==> src/rtl/core/ogc_pkg.sv <==
// shared types and constants for the orbit gcd class counter
package ogc_pkg;

    localparam int unsigned OUT_BITS = 16;

    typedef enum logic [1:0] {
        S_IDLE,
        S_LOAD,
        S_WAIT,
        S_DONE
    } t_state;

    typedef struct packed {
        logic done;
        logic coprime;
    } t_gcd_res;

endpackage

==> src/rtl/core/ogc_gcd.sv <==
// iterative binary gcd unit that flags coprime operand pairs
module ogc_gcd #(
    parameter int unsigned WIDTH = 16
) (
    input  logic             i_clk,
    input  logic             i_rst_n,
    input  logic             i_start,
    input  logic [WIDTH-1:0] i_a,
    input  logic [WIDTH-1:0] i_b,
    output ogc_pkg::t_gcd_res o_res
);
    import ogc_pkg::*;

    logic [WIDTH-1:0] r_a;
    logic [WIDTH-1:0] r_b;
    logic [WIDTH-1:0] n_a;
    logic [WIDTH-1:0] n_b;
    logic             r_run;
    logic             n_run;
    logic             r_done;
    logic             n_done;
    logic             r_cop;
    logic             n_cop;
    logic [WIDTH-1:0] w_diff_ab;
    logic [WIDTH-1:0] w_diff_ba;

    assign w_diff_ab = r_a - r_b;
    assign w_diff_ba = r_b - r_a;

    always_comb begin
        n_a    = r_a;
        n_b    = r_b;
        n_run  = r_run;
        n_done = 1'b0;
        n_cop  = r_cop;
        if (i_start) begin
            n_a   = i_a;
            n_b   = i_b;
            n_run = 1'b1;
        end else if (r_run) begin
            if ((r_a == '0) || (r_b == '0)) begin
                n_run  = 1'b0;
                n_done = 1'b1;
                n_cop  = ((r_a | r_b) == WIDTH'(1));
            end else if (!r_a[0] && !r_b[0]) begin
                // common factor of two
                n_run  = 1'b0;
                n_done = 1'b1;
                n_cop  = 1'b0;
            end else if (!r_a[0]) begin
                n_a = r_a >> 1;
            end else if (!r_b[0]) begin
                n_b = r_b >> 1;
            end else if (r_a >= r_b) begin
                n_a = w_diff_ab >> 1;
            end else begin
                n_b = w_diff_ba >> 1;
            end
        end
    end

    always_ff @(posedge i_clk) begin
        if (!i_rst_n) begin
            r_run  <= 1'b0;
            r_done <= 1'b0;
        end else begin
            r_run  <= n_run;
            r_done <= n_done;
        end
        r_a   <= n_a;
        r_b   <= n_b;
        r_cop <= n_cop;
    end

    assign o_res.done    = r_done;
    assign o_res.coprime = r_cop;

    a_no_restart: assert property (@(posedge i_clk) disable iff (!i_rst_n)
        i_start |-> !r_run)
        else $error("gcd started while running");

    a_done_idle: assert property (@(posedge i_clk) disable iff (!i_rst_n)
        r_done |-> !r_run)
        else $error("gcd done while still running");

    a_operand_live: assert property (@(posedge i_clk) disable iff (!i_rst_n)
        r_run |-> ((r_a != '0) || (r_b != '0)))
        else $error("gcd operands both zero while running");

endmodule

==> src/rtl/core/orbit_gcd_class_counter_top.sv <==
// top level: sequencer over moduli and class counters around a shared gcd unit
// for d of 0 or 1 the sequencer goes straight to the result; else it runs the gcd unit
// once for each modulus offset m from 1 to d-1 against d
// busy stays high until the result strobe, and no new start is taken meanwhile
// the result strobe o_valid lasts one cycle and the receiver cannot stall
// reset (i_rst_n low, synchronous) returns the sequencer to idle and drops the strobe
module orbit_gcd_class_counter_top #(
    parameter int unsigned VALUE_BITS = 16
) (
    input  logic                           i_clk,
    input  logic                           i_rst_n,
    input  logic                           start,
    input  logic [ogc_pkg::OUT_BITS-1:0]   i_increment,
    output logic                           busy,
    output logic                           o_valid,
    output logic [ogc_pkg::OUT_BITS-1:0]   o_factor_count,
    output logic [ogc_pkg::OUT_BITS-1:0]   o_cofactor_count,
    output logic [ogc_pkg::OUT_BITS-1:0]   o_coprime_count
);
    import ogc_pkg::*;

    localparam int unsigned DW = (VALUE_BITS < OUT_BITS) ? VALUE_BITS : OUT_BITS;

    t_state         r_state;
    t_state         n_state;
    logic [DW-1:0]  r_d;
    logic [DW-1:0]  n_d;
    logic [DW-1:0]  r_m;
    logic [DW-1:0]  n_m;
    logic [DW-1:0]  r_fac;
    logic [DW-1:0]  n_fac;
    logic [DW-1:0]  r_cof;
    logic [DW-1:0]  n_cof;
    logic [DW-1:0]  r_cop;
    logic [DW-1:0]  n_cop;
    logic           w_accept;
    logic           w_gcd_start;
    logic           w_last;
    logic [DW-1:0]  w_in_d;
    t_gcd_res       w_res;

    assign w_in_d   = i_increment[DW-1:0];
    assign w_accept = start && !busy;
    assign w_last   = (r_m == (r_d - DW'(1)));

    ogc_gcd #(
        .WIDTH (DW)
    ) u_gcd (
        .i_clk   (i_clk),
        .i_rst_n (i_rst_n),
        .i_start (w_gcd_start),
        .i_a     (r_d),
        .i_b     (r_m),
        .o_res   (w_res)
    );

    // next state
    always_comb begin
        n_state = r_state;
        case (r_state)
            S_IDLE: begin
                if (start) begin
                    if (w_in_d > DW'(1)) begin
                        n_state = S_LOAD;
                    end else begin
                        n_state = S_DONE;
                    end
                end
            end
            S_LOAD: begin
                n_state = S_WAIT;
            end
            S_WAIT: begin
                if (w_res.done) begin
                    if (w_last) begin
                        n_state = S_DONE;
                    end else begin
                        n_state = S_LOAD;
                    end
                end
            end
            S_DONE: begin
                n_state = S_IDLE;
            end
            default: begin
                n_state = S_IDLE;
            end
        endcase
    end

    // outputs
    always_comb begin
        busy        = 1'b1;
        o_valid     = 1'b0;
        w_gcd_start = 1'b0;
        case (r_state)
            S_IDLE: busy        = 1'b0;
            S_LOAD: w_gcd_start = 1'b1;
            S_WAIT: busy        = 1'b1;
            S_DONE: o_valid     = 1'b1;
            default: busy       = 1'b1;
        endcase
    end

    // datapath
    always_comb begin
        n_d   = r_d;
        n_m   = r_m;
        n_fac = r_fac;
        n_cof = r_cof;
        n_cop = r_cop;
        if (w_accept) begin
            // offset zero has gcd d: factor, and coprime too when d is one
            n_d   = w_in_d;
            n_m   = DW'(1);
            n_fac = (w_in_d != '0) ? DW'(1) : '0;
            n_cop = (w_in_d == DW'(1)) ? DW'(1) : '0;
            n_cof = '0;
        end else if ((r_state == S_WAIT) && w_res.done) begin
            if (w_res.coprime) begin
                n_cop = r_cop + DW'(1);
            end else begin
                n_cof = r_cof + DW'(1);
            end
            n_m = r_m + DW'(1);
        end
    end

    always_ff @(posedge i_clk) begin
        if (!i_rst_n) begin
            r_state <= S_IDLE;
        end else begin
            r_state <= n_state;
        end
        r_d   <= n_d;
        r_m   <= n_m;
        r_fac <= n_fac;
        r_cof <= n_cof;
        r_cop <= n_cop;
    end

    assign o_factor_count   = OUT_BITS'(r_fac);
    assign o_cofactor_count = OUT_BITS'(r_cof);
    assign o_coprime_count  = OUT_BITS'(r_cop);

    a_valid_busy: assert property (@(posedge i_clk) disable iff (!i_rst_n)
        o_valid |-> busy)
        else $error("result strobe while not busy");

    a_end_after_result: assert property (@(posedge i_clk) disable iff (!i_rst_n)
        ($fell(busy) && $past(i_rst_n)) |-> $past(o_valid))
        else $error("busy dropped without a result");

    a_count_sum: assert property (@(posedge i_clk) disable iff (!i_rst_n)
        (o_valid && (r_d > DW'(1))) |->
        (({1'b0, r_fac} + {1'b0, r_cof} + {1'b0, r_cop}) == {1'b0, r_d}))
        else $error("class counts do not cover all moduli");

    a_gcd_done_waiting: assert property (@(posedge i_clk) disable iff (!i_rst_n)
        w_res.done |-> (r_state == S_WAIT))
        else $error("gcd result outside wait state");

endmodule
==> config.mk <==
export PLATFORM = sky130hd
export DESIGN_NAME = orbit_gcd_class_counter_top
export DESIGN_NICKNAME = d
export VERILOG_FILES = /design/src/rtl/core/ogc_pkg.sv /design/src/rtl/core/ogc_gcd.sv /design/src/rtl/core/orbit_gcd_class_counter_top.sv
export SDC_FILE = /design/constraint.sdc
export NUM_CORES = 1
export LEC_CHECK = 0
export ABC_AREA = 1
export ABC_CLOCK_PERIOD_IN_PS = 4800
export BUFFER_PORTS_ARGS = -buffer_cell sky130_fd_sc_hd__buf_2
export CORE_UTILIZATION = 60
export DETAILED_ROUTE_END_ITERATION = 8
export PLACE_DENSITY_LB_ADDON = 0.3
export SLEW_MARGIN = 30
export SYNTH_ARGS = -nofsm -noshare
export SYNTH_HDL_FRONTEND = slang
export SYNTH_SLANG_ARGS = --single-unit
==> constraint.sdc <==
create_clock -name i_clk -period 4.8 [get_ports i_clk]
set_clock_uncertainty 0.05 [all_clocks]
set_input_delay 0.96 -clock i_clk [delete_from_list [all_inputs] [get_ports i_clk]]
set_output_delay 0.96 -clock i_clk [all_outputs]
set_load 0.01 [all_outputs]
==> summary.md <==
| Metric | Value |
|---|---|
| CTS Buffer Depth | 2 |
| CTS hold repair buffers | 0 |
| Commonest cells post-synth | nand2_1, inv_1, nor2_1, edfxtp_1, o21ai_0 |
| Die Y | 114 um |
| Slew @ Worst Pin | 0.905 ns |
| Post-DRT Antenna Nets | 0 |
| Most area-consuming cells after synthesis | edfxtp_1, nand2_1, dfxtp_1 |
| Final nets | 1172 |
| Wire per inst | 14.9 um |
| Async S/R FF share, synth | 0% |
| Resized Gates After CTS | 0 |
| Tmin final | 3.62 ns |
| Endpoints failing hold | 0 |
| Arr. time, crit path | 3.56 ns |
| Core area | 12200 um2 |
| Sw Ratio | 34.9% |
| DRC errors left | 0 |
| Kind of critical path | reg2reg |
| Hold WC Path Type | reg2reg |
| GRT Overall Usage | 30.5% |
| Die width | 114 um |
| CP Max Fanout | 24 |
| Total power | 0.00248 W |
| Ant diodes | 0 |
| GR Overflow Total | 0 |
| P_sw | 0.000863 W |
| Post-DP HPWL | 14.8 mm |
| Crit path launch type | flop |
| CP required | 4.75 ns |
| Initial Util | 62.4% |
| CP Capture Type | flop |
| Cells along the critical path | clkinv_1 -> ha_1 -> fa_1 -> o21ai_2 -> nand2_1 -> nand3_1 -> nand2_1 -> nand2_2 -> nand3_1 -> nand3_1 -> inv_1 |
| Outcome | finished clean |
| Max_cap viols | 0 |
| DR pass1 iterations | 5 |
| Sequential area share after synthesis | 35.6% |
| Sequential share of power | 43.8% |
| Buffer count from post-CTS setup fixing | 0 |
| Mapped Area | 7580 um2 |
| Fin crit share | 75.4% |
| Final WL | 19.0 mm |
| First-pass GRT wire length | 31.1 mm |
| IO Port Bufs | 53 |
| Peak VDD IR | 0.000187 V |
| Largest area contributor in the netlist | edfxtp_1 |
| Share of layout cells above drive strength 1 | 9.68% |
| Clk_lat worst skew | 0.35 ns |
| Top Ports | 69 |
| Die ar. | 13100 um2 |
| TritonCTS clock tree | done |
| Synth Register Bits | 102 |
| Cell count after synthesis | 1051 |
| CTS Sinks | 102 |
| Maximum clock rate | 0.276 GHz |
| Pleak | 3.85 nW |
| Area grow syn2layout | 8.55% |
| CP most frequent cell | nand3_1 |
| Layout fillers | 1085 |
| Clock-pin slew on the worst setup and hold paths | 0.07 ns |
| P_int | 0.00161 W |
| Top FF cell, synth | edfxtp_1 |
| Via count | 6960 |
| Clock Tree Root | clkbuf_16 |
| Placer Congestion | 0.962 |
| Fin Setup TNS | 0 ns |
| Post-DR vias/cell | 5.47 |
| Vias in the first global route | 6673 |
| # setup viols final | 0 |
| Max incr delay on CP | 0.79 ns |
| Yosys top cell area share | 26.1% |
| Site Rows | 40 |
| Initial drt markers | 671 |
| RSZ-0062 raised after global routing | no |
| H-tree depth | 3 |
| Largest net degree at the start of global routing | 64 |
| EDFF count, synth | 66 |
| Slew Limit Fails | 0 |
| Yosys warnings | 0 |
| Syn Area/Cell | 7.22 um2 |
| CP max-delay cell | edfxtp_1 |
| Initial antenna violation count | 0 |
| Slew HR | 39.6% |
| Most numerous cell in the Yosys netlist | nand2_1 |
| Number of buffers created by CTS | 9 |
| Clock share of power | 28.4% |
| Combinational share of power | 27.8% |
| PwrDens | 301 nW/um2 |
| Synth cell types | 47 |
[layer usage]
metal | share of wire (%) | track usage, % | routed length, um | up-vias
met5 | 0 | 0 | 0 | -
met4 | 3.8 | 15.2 | 712 | 0
met3 | 7.2 | 4.34 | 1360 | 50
met2 | 46 | 49.6 | 8660 | 279
met1 | 43 | 40.0 | 8240 | 3131
li1 | - | - | - | 3500
[cells in the final DEF (no fill, tap or decap), types with 5 or more instances in the layout]
cell type  count
nand2_1      207
inv_1        170
nor2_1       132
edfxtp_1      66
o21ai_0       64
a21oi_1       63
nand3_1       58
buf_2         53
ha_1          51
dfxtp_1       36
nand4_1       33
xor2_1        27
nor3_1        21
conb_1        15
a31oi_1       13
nor4_1         9
clkbuf_16      9
o21ai_1        6
nor2_4         6
nor2_2         5
nand2_2        5
or2_2          5
xnor2_1        5
[path summary, 6_finish.rpt]
check	startpoint	end	slack, ns	cells past startpoint
setup / recovery	u_gcd.r_a[0]	u_gcd.r_b[9]	1.18	11
hold / removal	o_cofactor_count[13]	o_cofactor_count[13]	0.44	2
hold reg to reg	o_cofactor_count[13]	o_cofactor_count[13]	0.44	2
setup reg to reg	u_gcd.r_a[0]	u_gcd.r_b[9]	1.18	11
[kinds of logic after synthesis]
logic type                 Yosys count  synth area share [%]
AOI/OAI and AO/OA                  162                  11.5
and+or+nand+nor                    491                  28.8
DFF                                102                  35.6
buffers and inverters              210                  11.3
xor gates and xnor gates            32                  3.70
adders and majority gates           53                  8.94
other                                1                0.0494
[state kept, by name, summed over array words and instances, names as in the netlist, 2 cells and up]
signal	flops
o_cofactor_count	16
o_coprime_count	16
r_d	16
r_m	16
u_gcd.r_a	16
u_gcd.r_b	16
r_state	2
[metrics by stage]
stage          instance area [um2]  hold WS, ns  cells  setup slack [ns]  util, %
2_1_floorplan                 7640        0.408   1065              1.40        -
3_3_place_gp                  7950        0.418   1257              1.34     65.4
3_5_place_dp                  7950        0.432   1257              1.26     65.4
4_1_cts                       8230        0.442   1273              1.24     67.7
5_1_grt                       8230        0.465   1273             0.987     67.7
6_report                      8230        0.437   1273              1.18     67.7
[worst max-delay path: cells and delay by family (launching register included)]
family	cells	cell delay [ns]
flops	1	0.79
fa+ha+maj	2	0.78
buf+inv	2	0.74
simple gates	6	0.70
compound gates	1	0.18
[power by group through the flow]
stage                     Sequential [W]  Combinational (W)  Clock, W
after CTS                        0.00108           0.000673  0.000707
after detailed placement         0.00110           0.000665         0
final                            0.00108           0.000688  0.000704
after global routing             0.00109           0.000766  0.000745
after floorplan                  0.00108           0.000502         0
after global placement           0.00110           0.000659         0
[final cells by class]
type / instances / area [um2] / share of cell area (%)
multi-input combinational: 753 / 4080 / 49.5
sequential: 102 / 2700 / 32.8
inverter: 177 / 666 / 8.09
timing repair buffer: 57 / 295 / 3.59
clock buffer: 11 / 244 / 2.96
tap: 168 / 210 / 2.55
clock inverter: 5 / 38.8 / 0.471
(Power assumes the default switching activity.)
